File: src/rtl/core/tvs_pkg.sv
// tvs_pkg: shared types and constants for the turtle vector step engine.
// Word structs, command codes, the CORDIC arctangent table and the gain helper.
// No dependencies.
package tvs_pkg;

  localparam int XW        = 52;
  localparam int GUARD     = 16;
  localparam int DW        = XW - GUARD;
  localparam int ZW        = 34;
  localparam int STEP_W    = 5;
  localparam int ATAN_N    = 30;
  localparam int GAIN_FRAC = 30;
  localparam int REM_W     = 9;
  localparam int DEG_HALF  = 180;
  localparam int DEG_FULL  = 360;

  localparam logic [2:0] CMD_RESET    = 3'd0;
  localparam logic [2:0] CMD_PEN_DOWN = 3'd1;
  localparam logic [2:0] CMD_PEN_UP   = 3'd2;
  localparam logic [2:0] CMD_TURN     = 3'd3;
  localparam logic [2:0] CMD_MOVE     = 3'd4;

  localparam logic RES_CLEAR = 1'b0;
  localparam logic RES_LINE  = 1'b1;

  typedef struct packed {
    logic [2:0]         kind;
    logic signed [31:0] amount;
  } tvs_in_t;

  typedef struct packed {
    logic               kind_res;
    logic signed [31:0] start_x;
    logic signed [31:0] start_y;
    logic signed [31:0] end_x;
    logic signed [31:0] end_y;
  } tvs_out_t;

  // arctan(2^-i) in binary angle units (2^32 per turn)
  localparam logic [31:0] ATAN_TAB [ATAN_N] = '{
    32'd536870912, 32'd316933406, 32'd167458907, 32'd85004756, 32'd42667331,
    32'd21354465,  32'd10679838,  32'd5340245,   32'd2670163,  32'd1335087,
    32'd667544,    32'd333772,    32'd166886,    32'd83443,    32'd41722,
    32'd20861,     32'd10430,     32'd5215,      32'd2608,     32'd1304,
    32'd652,       32'd326,       32'd163,       32'd81,       32'd41,
    32'd20,        32'd10,        32'd5,         32'd3,        32'd1
  };

  // floor(sqrt(P * 2^30)) where P is the CORDIC gain squared in Q30
  function automatic logic [63:0] tvs_gain_root(input int steps);
    logic [63:0] p;
    logic [63:0] n;
    logic [63:0] root;
    logic [63:0] bit_v;
    p = 64'd1 << 30;
    for (int i = 0; i < ATAN_N; i++) begin
      if (i < steps) begin
        p = p + (p >> (2 * i));
      end
    end
    n     = p << 30;
    root  = 64'd0;
    bit_v = 64'd1 << 62;
    for (int i = 0; i < 32; i++) begin
      if (bit_v > n) begin
        bit_v = bit_v >> 2;
      end
    end
    for (int i = 0; i < 32; i++) begin
      if (bit_v != 64'd0) begin
        if (n >= root + bit_v) begin
          n    = n - (root + bit_v);
          root = (root >> 1) + bit_v;
        end else begin
          root = root >> 1;
        end
        bit_v = bit_v >> 2;
      end
    end
    return root;
  endfunction

endpackage

File: src/rtl/core/tvs_divider.sv
// tvs_divider: degrees to binary angle, floor((amount * 2^(32-F) + 180) / 360).
// Long division by 360 in 16-bit digits, one reciprocal multiply per digit. Depends on tvs_pkg.
module tvs_divider #(
  parameter int FRAC_BITS = 16
) (
  input  logic               clk,
  input  logic               rst_n,
  input  logic               start,
  input  logic signed [31:0] amount,
  output logic               done,
  output logic [31:0]        quot
);
  import tvs_pkg::*;

  localparam int SHIFT   = 32 - FRAC_BITS;
  // offset of 360 * 2^OFF_EXP keeps the dividend positive; only the quotient
  // bits above 31 move, which the heading wrap drops
  localparam int OFF_EXP = 31 + SHIFT;
  localparam int DIV_W   = OFF_EXP + REM_W;
  localparam int DIG_W   = 16;
  localparam int DIGITS  = 4;
  localparam int NUM_W   = DIG_W * DIGITS;
  localparam int T_W     = REM_W + DIG_W;
  localparam int RCP_SH  = 34;
  localparam int PROD_W  = RCP_SH + DIG_W;
  localparam int CNT_W   = $clog2(DIGITS);
  localparam logic [CNT_W-1:0] LAST = CNT_W'(DIGITS - 1);
  // ceil(2^RCP_SH / 360), exact for any partial dividend below 360 * 2^DIG_W
  localparam logic [63:0] RCP = ((64'd1 << RCP_SH) + 64'(DEG_FULL - 1)) / 64'(DEG_FULL);

  typedef enum logic {D_IDLE, D_RUN} dstate_t;

  dstate_t            state_r, state_nxt;
  logic [CNT_W-1:0]   cnt_r, cnt_nxt;
  logic [NUM_W-1:0]   dvd_r, dvd_nxt;
  logic [REM_W-1:0]   rem_r, rem_nxt;
  logic               done_r, done_nxt;

  logic signed [DIV_W-1:0] amt_ext;
  logic [DIV_W-1:0]        num;
  logic [T_W-1:0]          trial;
  logic [PROD_W-1:0]       prod;
  logic [DIG_W-1:0]        qdig;
  logic [T_W-1:0]          back;

  assign amt_ext = DIV_W'(amount);
  assign num     = DIV_W'(amt_ext <<< SHIFT) + DIV_W'(DEG_HALF)
                 + (DIV_W'(DEG_FULL) << OFF_EXP);
  assign trial   = {rem_r, dvd_r[NUM_W-1 -: DIG_W]};
  assign prod    = PROD_W'(trial) * PROD_W'(RCP);
  assign qdig    = prod[PROD_W-1 -: DIG_W];
  assign back    = T_W'(qdig) * T_W'(DEG_FULL);

  always_comb begin
    state_nxt = state_r;
    cnt_nxt   = cnt_r;
    dvd_nxt   = dvd_r;
    rem_nxt   = rem_r;
    done_nxt  = 1'b0;
    case (state_r)
      D_IDLE: begin
        if (start) begin
          dvd_nxt   = NUM_W'(num);
          rem_nxt   = '0;
          cnt_nxt   = '0;
          state_nxt = D_RUN;
        end
      end
      D_RUN: begin
        rem_nxt = REM_W'(trial - back);
        dvd_nxt = {dvd_r[NUM_W-DIG_W-1:0], qdig};
        cnt_nxt = cnt_r + CNT_W'(1);
        if (cnt_r == LAST) begin
          done_nxt  = 1'b1;
          state_nxt = D_IDLE;
        end
      end
      default: state_nxt = D_IDLE;
    endcase
  end

  always_ff @(posedge clk) begin
    if (!rst_n) begin
      state_r <= D_IDLE;
      done_r  <= 1'b0;
    end else begin
      state_r <= state_nxt;
      done_r  <= done_nxt;
    end
    cnt_r <= cnt_nxt;
    dvd_r <= dvd_nxt;
    rem_r <= rem_nxt;
  end

  assign done = done_r;
  assign quot = dvd_r[31:0];

endmodule

File: src/rtl/core/tvs_rotator.sv
// tvs_rotator: length times (cos, sin) of a binary-angle heading.
// Gain multiply, half-turn fold, one shared CORDIC stage, rounding. Uses tvs_pkg.
module tvs_rotator #(
  parameter int CORDIC_STEPS = 20
) (
  input  logic                         clk,
  input  logic                         rst_n,
  input  logic                         start,
  input  logic signed [31:0]           len,
  input  logic [31:0]                  heading,
  output logic                         done,
  output logic signed [tvs_pkg::DW-1:0] dx,
  output logic signed [tvs_pkg::DW-1:0] dy
);
  import tvs_pkg::*;

  localparam logic [63:0] GAIN_ROOT = tvs_gain_root(CORDIC_STEPS);
  localparam logic [63:0] GAIN_Q30  = ((64'd1 << 60) + GAIN_ROOT / 2) / GAIN_ROOT;
  localparam logic signed [31:0] GAIN_K = {1'b0, GAIN_Q30[30:0]};
  localparam logic [STEP_W-1:0] LAST_STEP = STEP_W'(CORDIC_STEPS - 1);
  localparam logic signed [XW-1:0] RND_HALF = XW'(1) << (GUARD - 1);

  typedef enum logic [1:0] {R_IDLE, R_LOAD, R_ROT, R_RND} rstate_t;

  rstate_t                 state_r, state_nxt;
  logic [STEP_W-1:0]       cnt_r, cnt_nxt;
  logic                    fold_r, fold_nxt;
  logic signed [63:0]      prod_r, prod_nxt;
  logic signed [XW-1:0]    x_r, x_nxt;
  logic signed [XW-1:0]    y_r, y_nxt;
  logic signed [ZW-1:0]    z_r, z_nxt;
  logic signed [DW-1:0]    dx_r, dx_nxt;
  logic signed [DW-1:0]    dy_r, dy_nxt;
  logic                    done_r, done_nxt;

  logic                    fold;
  logic signed [31:0]      h_fold;
  logic signed [63:0]      prod_sh;
  logic signed [XW-1:0]    x_load;
  logic signed [XW-1:0]    sx;
  logic signed [XW-1:0]    sy;
  logic signed [ZW-1:0]    at_ext;
  logic signed [XW-1:0]    rx;
  logic signed [XW-1:0]    ry;

  assign fold    = heading[31] ^ heading[30];
  assign h_fold  = {heading[31] ^ fold, heading[30:0]};
  assign prod_sh = prod_r >>> (GAIN_FRAC - GUARD);
  assign x_load  = prod_sh[XW-1:0];
  assign sx      = x_r >>> cnt_r;
  assign sy      = y_r >>> cnt_r;
  assign at_ext  = ZW'(ATAN_TAB[cnt_r]);
  assign rx      = x_r + RND_HALF;
  assign ry      = y_r + RND_HALF;

  always_comb begin
    state_nxt = state_r;
    cnt_nxt   = cnt_r;
    fold_nxt  = fold_r;
    prod_nxt  = prod_r;
    x_nxt     = x_r;
    y_nxt     = y_r;
    z_nxt     = z_r;
    dx_nxt    = dx_r;
    dy_nxt    = dy_r;
    done_nxt  = 1'b0;
    case (state_r)
      R_IDLE: begin
        if (start) begin
          prod_nxt  = len * GAIN_K;
          fold_nxt  = fold;
          z_nxt     = ZW'(h_fold);
          state_nxt = R_LOAD;
        end
      end
      R_LOAD: begin
        x_nxt     = fold_r ? -x_load : x_load;
        y_nxt     = '0;
        cnt_nxt   = '0;
        state_nxt = R_ROT;
      end
      R_ROT: begin
        if (!z_r[ZW-1]) begin
          x_nxt = x_r - sy;
          y_nxt = y_r + sx;
          z_nxt = z_r - at_ext;
        end else begin
          x_nxt = x_r + sy;
          y_nxt = y_r - sx;
          z_nxt = z_r + at_ext;
        end
        cnt_nxt = cnt_r + STEP_W'(1);
        if (cnt_r == LAST_STEP) begin
          state_nxt = R_RND;
        end
      end
      R_RND: begin
        dx_nxt    = rx[XW-1:GUARD];
        dy_nxt    = ry[XW-1:GUARD];
        done_nxt  = 1'b1;
        state_nxt = R_IDLE;
      end
      default: state_nxt = R_IDLE;
    endcase
  end

  always_ff @(posedge clk) begin
    if (!rst_n) begin
      state_r <= R_IDLE;
      done_r  <= 1'b0;
    end else begin
      state_r <= state_nxt;
      done_r  <= done_nxt;
    end
    cnt_r  <= cnt_nxt;
    fold_r <= fold_nxt;
    prod_r <= prod_nxt;
    x_r    <= x_nxt;
    y_r    <= y_nxt;
    z_r    <= z_nxt;
    dx_r   <= dx_nxt;
    dy_r   <= dy_nxt;
  end

  assign done = done_r;
  assign dx   = dx_r;
  assign dy   = dy_r;

endmodule

File: src/rtl/core/turtle_vector_step.sv
// turtle_vector_step: top level of the turtle-graphics engine.
// Instantiates tvs_rotator and tvs_divider; uses tvs_pkg.
//
// Takes one command word at a time and holds in_stall high while it works.
// Pen commands never raise in_stall. A reset command passes through S_CLR and
// waits there while the output register still holds a stalled word. A turn runs
// four 16-bit digit steps of the divide by 360, each one reciprocal multiply. A
// move's time is set by the single CORDIC stage reused once per iteration, plus
// any wait for the output register when a segment is drawn. A result word waiting
// in the output register does not hold up the next command unless that command
// also produces a word.
module turtle_vector_step #(
  parameter int CORDIC_STEPS = 20,
  parameter int FRAC_BITS    = 16
) (
  input  logic              clk,
  input  logic              rst_n,
  input  logic              in_valid,
  output logic              in_stall,
  input  tvs_pkg::tvs_in_t  in_data,
  output logic              out_valid,
  input  logic              out_stall,
  output tvs_pkg::tvs_out_t out_data
);
  import tvs_pkg::*;

  typedef enum logic [2:0] {S_IDLE, S_TURN, S_MOVE, S_UPD, S_CLR} state_t;

  state_t             state_r, state_nxt;
  logic signed [31:0] pos_x_r, pos_x_nxt;
  logic signed [31:0] pos_y_r, pos_y_nxt;
  logic [31:0]        heading_r, heading_nxt;
  logic               pen_r, pen_nxt;
  logic               out_valid_r, out_valid_nxt;
  tvs_out_t           out_data_r, out_data_nxt;

  logic               accept;
  logic               slot_free;
  logic               rot_start;
  logic               rot_done;
  logic signed [DW-1:0] rot_dx;
  logic signed [DW-1:0] rot_dy;
  logic               div_start;
  logic               div_done;
  logic [31:0]        div_quot;
  logic signed [31:0] new_x;
  logic signed [31:0] new_y;

  function automatic logic signed [31:0] sat_add(input logic signed [31:0] p,
                                                 input logic signed [DW-1:0] d);
    logic signed [DW:0] s;
    s = (DW+1)'(p) + (DW+1)'(d);
    if ((&s[DW:31]) || !(|s[DW:31])) begin
      return s[31:0];
    end
    return s[DW] ? 32'sh8000_0000 : 32'sh7FFF_FFFF;
  endfunction

  assign accept    = in_valid && !in_stall;
  assign slot_free = !out_valid_r || !out_stall;
  assign rot_start = accept && (in_data.kind == CMD_MOVE);
  assign div_start = accept && (in_data.kind == CMD_TURN);
  assign new_x     = sat_add(pos_x_r, rot_dx);
  assign new_y     = sat_add(pos_y_r, rot_dy);

  tvs_rotator #(
    .CORDIC_STEPS (CORDIC_STEPS)
  ) u_rotator (
    .clk     (clk),
    .rst_n   (rst_n),
    .start   (rot_start),
    .len     (in_data.amount),
    .heading (heading_r),
    .done    (rot_done),
    .dx      (rot_dx),
    .dy      (rot_dy)
  );

  tvs_divider #(
    .FRAC_BITS (FRAC_BITS)
  ) u_divider (
    .clk    (clk),
    .rst_n  (rst_n),
    .start  (div_start),
    .amount (in_data.amount),
    .done   (div_done),
    .quot   (div_quot)
  );

  always_comb begin
    state_nxt     = state_r;
    pos_x_nxt     = pos_x_r;
    pos_y_nxt     = pos_y_r;
    heading_nxt   = heading_r;
    pen_nxt       = pen_r;
    out_data_nxt  = out_data_r;
    out_valid_nxt = out_valid_r && out_stall;
    case (state_r)
      S_IDLE: begin
        if (accept) begin
          case (in_data.kind)
            CMD_RESET: begin
              pos_x_nxt   = '0;
              pos_y_nxt   = '0;
              heading_nxt = '0;
              pen_nxt     = 1'b1;
              state_nxt   = S_CLR;
            end
            CMD_PEN_DOWN: pen_nxt   = 1'b1;
            CMD_PEN_UP:   pen_nxt   = 1'b0;
            CMD_TURN:     state_nxt = S_TURN;
            CMD_MOVE:     state_nxt = S_MOVE;
            default:      state_nxt = S_IDLE;
          endcase
        end
      end
      S_TURN: begin
        if (div_done) begin
          heading_nxt = heading_r + div_quot;
          state_nxt   = S_IDLE;
        end
      end
      S_MOVE: begin
        if (rot_done) begin
          state_nxt = S_UPD;
        end
      end
      S_UPD: begin
        if (!pen_r || slot_free) begin
          pos_x_nxt = new_x;
          pos_y_nxt = new_y;
          state_nxt = S_IDLE;
          if (pen_r) begin
            out_valid_nxt         = 1'b1;
            out_data_nxt.kind_res = RES_LINE;
            out_data_nxt.start_x  = pos_x_r;
            out_data_nxt.start_y  = pos_y_r;
            out_data_nxt.end_x    = new_x;
            out_data_nxt.end_y    = new_y;
          end
        end
      end
      S_CLR: begin
        if (slot_free) begin
          out_valid_nxt         = 1'b1;
          out_data_nxt.kind_res = RES_CLEAR;
          out_data_nxt.start_x  = '0;
          out_data_nxt.start_y  = '0;
          out_data_nxt.end_x    = '0;
          out_data_nxt.end_y    = '0;
          state_nxt             = S_IDLE;
        end
      end
      default: state_nxt = S_IDLE;
    endcase
  end

  always_ff @(posedge clk) begin
    if (!rst_n) begin
      state_r     <= S_IDLE;
      pos_x_r     <= '0;
      pos_y_r     <= '0;
      heading_r   <= '0;
      pen_r       <= 1'b1;
      out_valid_r <= 1'b0;
    end else begin
      state_r     <= state_nxt;
      pos_x_r     <= pos_x_nxt;
      pos_y_r     <= pos_y_nxt;
      heading_r   <= heading_nxt;
      pen_r       <= pen_nxt;
      out_valid_r <= out_valid_nxt;
    end
    out_data_r <= out_data_nxt;
  end

  assign in_stall  = (state_r != S_IDLE);
  assign out_valid = out_valid_r;
  assign out_data  = out_data_r;

endmodule

File: config.mk
export PLATFORM = sky130hd
export DESIGN_NAME = turtle_vector_step
export DESIGN_NICKNAME = d
export VERILOG_FILES = /design/src/rtl/core/tvs_pkg.sv /design/src/rtl/core/tvs_divider.sv /design/src/rtl/core/tvs_rotator.sv /design/src/rtl/core/turtle_vector_step.sv
export SDC_FILE = /design/constraint.sdc
export NUM_CORES = 2
export LEC_CHECK = 0
export BUFFER_PORTS_ARGS = -buffer_cell sky130_fd_sc_hd__buf_2
export CAP_MARGIN = 20
export CELL_PAD_IN_SITES_DETAIL_PLACEMENT = 0
export CELL_PAD_IN_SITES_GLOBAL_PLACEMENT = 2
export CORE_MARGIN = 5
export CORE_UTILIZATION = 30
export DETAILED_ROUTE_END_ITERATION = 8
export PLACE_DENSITY_LB_ADDON = 0.1
export REMOVE_ABC_BUFFERS = 1
export SYNTH_ARGS = -nofsm -noshare
export SYNTH_HDL_FRONTEND = slang
export SYNTH_HIERARCHICAL = 1
export SYNTH_SLANG_ARGS = --single-unit
File: constraint.sdc
create_clock -name clk -period 15 [get_ports clk]
set_clock_uncertainty 0.05 [all_clocks]
set_input_delay 3 -clock clk [delete_from_list [all_inputs] [get_ports clk]]
set_output_delay 3 -clock clk [all_outputs]
set_load 0.02 [all_outputs]
Word level (Yosys, flattened, before mapping) --
Memories as Yosys holds them, arrays and structs flattened. Index checks and enable logic that the tools add are counted.
Cells by class: add/sub/neg operators 17, multiply operators 3, magnitude comparators 1, equality and inequality tests 24, shift-type cells 2, muxes and demuxes 57, bitwise operators 4, reduce and logical (&&, ||, !) cells 39
Operators by type and width (number):
- $mux 32 | 13
- $mux 129 | 3
- $pmux 129 s2 | 1
- $pmux 52 s2 | 2
- $pmux 32 s2 | 3
- $mux 52 | 3
- $pmux 64 s2 | 1
- $add 52x17->52 const B | 2
- $add 52x52->52 | 2
- $sshr 52x5->52 | 2
- $sub 52x52->52 | 2
- $add 32x36->37 | 2
- $mux 34 | 2
- $pmux 34 s2 | 1
- $mux 64 | 1
- $mul 32x31->63 const B | 1
- $add 56x56->56 const B | 1
- $neg 49->52 | 1
- $mul 25x26->50 const B | 1
- $add 48x9->49 const B | 1
- $add 34x33->34 | 1
- $sub 34x33->34 | 1
- $add 32x32->32 | 1
- $pmux 9 s2 | 1
- 39 further kinds | 98
Word-level totals: register bits after elaboration 589, bits in read-only memories 1024, bits of input ports 39, logic and storage cells 174, memories 1
Memories:
- (no name shown) | words 32, bits a word 32, read ports 1, clocked after memory_dff 0, wr ports 0, line tvs_rotator.sv:52 | assign at_ext = ZW'(ATAN_TAB[cnt_r]);

Depth between registers and ports, before layout --
word-level depth 9, mapped depth 37

Modules after synthesis --
Netlist, hierarchy kept.
By module, submodules not included:
- tvs_rotator | times used 1, cells each 5253, area an instance 49952.9 um^2, sequential area each 8017.7 um^2
- turtle_vector_step | times used 1, cells each 1544, area an instance 14571.5 um^2, sequential area each 5895.7 um^2
- tvs_divider | times used 1, cells each 1123, area an instance 12179.2 um^2, sequential area each 2292.2 um^2

Worst setup path before layout --
Ideal clock, no wire load.
kind in2reg, start point in in_data[11] (netlist name), end point reg u_rotator.prod_r[61] (data pin), library setup time 262 ps, arrival 9706 ps, slack 4982 ps, cell stages on the path 27, buffers on the path 0, path through ha_1 -> xor2_1 -> ha_1 -> a21o_1 -> inv_1 -> fa_1 -> fa_1 -> inv_1 -> fa_1 -> fa_1 -> fa_1 -> inv_1 -> fa_1 -> inv_1 -> ha_1 -> nand4_1 -> nor4_1 -> a221o_1 -> o2111ai_1 -> a21oi_1 -> o21ai_0 -> o21ai_0 -> o311ai_0 -> a21boi_0 -> o21ai_0 -> a21oi_1 -> xor2_1
Between the ends: word-level cells in the longest chain between the ends 1
Ends and longest elaborated chain:
- start: declaration | line turtle_vector_step.sv:20 | input tvs_pkg::tvs_in_t in_data,
- $mul 32x31->63 | line tvs_rotator.sv:70 | prod_nxt = len * GAIN_K;
- end signal: assignment | line tvs_rotator.sv:117 | prod_r <= prod_nxt;
- end: declaration | line tvs_rotator.sv:28 | logic signed [63:0] prod_r, prod_nxt;
No other way between the ends. A chain may end at the register's enable or synchronous reset.

Worst setup path after layout --
Same ends and word-level chain as after synthesis.

==> flow_metrics.env <==
export IMPL_synth_area_leaders="edfxtp_1, fa_1, ha_1"
export IMPL_rsz0062_at_grt="false"
export IMPL_cts_htree_levels=3
export IMPL_required_ps=15400
export IMPL_cts_tree="done"
export IMPL_status="complete, no violations"
export IMPL_clock_fmax_ghz=0.0883
export IMPL_syn_inst=7920
export IMPL_root_buffer="clkbuf_16"
export IMPL_overflow=0
export IMPL_synth_commonest_cells="inv_1, ha_1, fa_1"
export IMPL_path_clk_slew_ps=60
export IMPL_grt_pass1_wl_um=426000
export IMPL_synth_most_common_cell="inv_1"
export IMPL_grt_total_usage_pct=21.5
export IMPL_cts_max_path_buffers=3
export IMPL_start_util_pct=30.2
export IMPL_period_minus_slack_ps=11330
export IMPL_ys_warn_count=6
export IMPL_die_w_um=516
export IMPL_areaGrowthSynthToFinish_pct=8.77
export IMPL_core_area_mm2=0.254
export IMPL_num_vias=59299
export IMPL_ys_ff_latch=575
export IMPL_synth_area_mux_share_pct=8.28
export IMPL_synth_compound_area_share_pct=14.3
export IMPL_wire_per_inst_um=25.7
export IMPL_port_buffers=169
export IMPL_synthAdderAreaFrac_pct=30.9
export IMPL_synth_top_area_share_pct=18.4
export IMPL_routed_wirelength_um=291000
export IMPL_tightest_slew_ps=1250
export IMPL_cts_hold_buf=0
export IMPL_gp_congestion=0.905
export IMPL_synth_simple_area_share_pct=10.8
export IMPL_setup_viol=0
export IMPL_synth_edf_count=469
export IMPL_cts_setup_buffers=0
export IMPL_cts_buffers=78
export IMPL_critPathMaxFanout=10
export IMPL_drtAntennaViolNets=0
export IMPL_end_kind="flip-flop"
export IMPL_synth_xor_area_share_pct=6.82
export IMPL_cp_arrival_ps=11720
export IMPL_async_flop_share_pct=0
export IMPL_yosysSeqAreaShare_pct=21.1
export IMPL_drt_iter0_markers=4202
export IMPL_clock_latency_ps=750
export IMPL_path_class="input pin to flip-flop"
export IMPL_setup_tns_ps=0
export IMPL_synth_main_ff_cell="edfxtp_1"
export IMPL_viasPerCell=5.24
export IMPL_cts_num_sinks=575
export IMPL_fillers=26362
export IMPL_period_share_pct=75.5
export IMPL_start_kind="input pin"
export IMPL_fin_util_pct=32.8
export IMPL_yosysTopAreaCell="edfxtp_1"
export IMPL_nets=9428
export IMPL_rows=185
export IMPL_num_io_pins=170
export IMPL_max_cap_viol_count=0
export IMPL_slew_headroom_pct=15.8
export IMPL_syn_avg_cell_area_um2=9.68
export IMPL_hpwl_um=240000
export IMPL_first_global_vias=61114
export IMPL_drc=0
export IMPL_dieHeight_um=516
export IMPL_drive_gt1_share_pct=9.84
export IMPL_drt_first_pass_iters=5
export IMPL_synthDistinctLibCells=124
export IMPL_synth_top_family_by_area="adder cells"
export IMPL_hold_viol=0
export IMPL_hp_class="flip-flop to flip-flop"
export IMPL_syn_area_mm2=0.0767
export IMPL_grt_max_degree=124
export IMPL_die_area_mm2=0.266
export IMPL_antenna_found_initial=29
export IMPL_cts_resized=0
export IMPL_slew_violations=0
[sequential cells by signal, summed over array words and instances (netlist names), 5 cells and up]
signal	flops
pos_x_r	32
u_rotator/y_r	52
pos_y_r	32
u_rotator/dx	36
u_rotator/z_r	34
u_rotator/cnt_r	5
u_rotator/dy	36
heading_r	32
u_divider/dvd_r	64
u_rotator/prod_r	49
out_data	129
u_rotator/x_r	52
u_divider/rem_r	9
[cells by family (layout without fill, tap and decap cells)]
family	count (synthesis)	count (layout)
simple gates	1688	1688
compound gates	1659	1659
flops	575	575
xor+xnor	595	595
buf+inv	1470	1497
fa+ha+maj	1508	1508
mux	425	425
other cells	0	5
[critical path, cell delays in order]
cell and delay (ps):
buf_2 230, ha_1 520, xor2_1 280, ha_1 190
a21o_1 120, inv_1 60, fa_1 470, fa_1 520
inv_1 50, fa_1 600, fa_1 470, fa_1 560
inv_1 60, fa_1 530, inv_1 40, ha_1 380
nand4_1 220, nor4_1 330, a221o_1 270, o2111ai_1 240
a21oi_1 550, o21ai_0 350, o21ai_0 590, o311ai_0 260
a21boi_0 320, o21ai_0 190, a21oi_1 190, xor2_1 90
[placed cells by master (no fill, tap or decap), types with 83 or more instances in the layout]
master    count
xor2_1      232
and2_1      122
nor3_1       83
mux2_2      114
mux2i_1     153
inv_1      1076
dfxtp_1     105
buf_2       168
ha_1        866
nand2_1     453
a21o_1      202
buf_4        95
nand3_1     161
fa_1        639
mux4_2      156
a21oi_1     536
edfxtp_1    469
nor2_1      446
xnor2_1     361
o21ai_0     248
[metal layers]
layer	up-vias	GRT usage [%]	share of wire [%]
li1	27677	-	-
met2	1424	35.2	46
met3	247	2.20	4.3
met1	29947	30.5	47
met5	-	0	0.012
met4	4	4.93	2.2
[metrics by stage]
step,cells,setup WS [ps],cell area [um^2],hold slack (ps)
final,11318,3670,83400,437
after global routing,11314,2990,83400,467
after CTS,11311,3470,83400,445
after detailed placement,11165,2720,80700,435
after global placement,11162,2810,80600,425
after floorplan,7534,2100,74800,408
[area by class of cell]
type                    instances  area [um^2]  area share (%)
well taps                    3366         4210            5.05
inverters                    1084         4070            4.88
repair buffers                267         1640            1.97
clock inverters                52          591           0.708
multi-input cells            5875        54600            65.4
flip-flops and latches        575        16200            19.4
diodes                          5         12.5          0.0150
clock buffers                  94         2100            2.52
[path summary, 6_finish.rpt]
check	from	end	slack (ps)	cells past startpoint
worst max-delay path	in_data[11]	u_rotator/prod_r[61]$_DFFE_PP_	3670	28
worst max register to register	u_divider/dvd_r[58]$_SDFFCE_PN0P_	u_divider/rem_r[8]$_SDFFCE_PN0P_	5260	35
worst min-delay path	heading_r[0]$_SDFFE_PN0P_	heading_r[0]$_SDFFE_PN0P_	440	2
worst min register to register	heading_r[0]$_SDFFE_PN0P_	heading_r[0]$_SDFFE_PN0P_	440	2
Power is not shown: default switching activity piles up to over one toggle a cycle in this logic, so the estimate is an artifact.
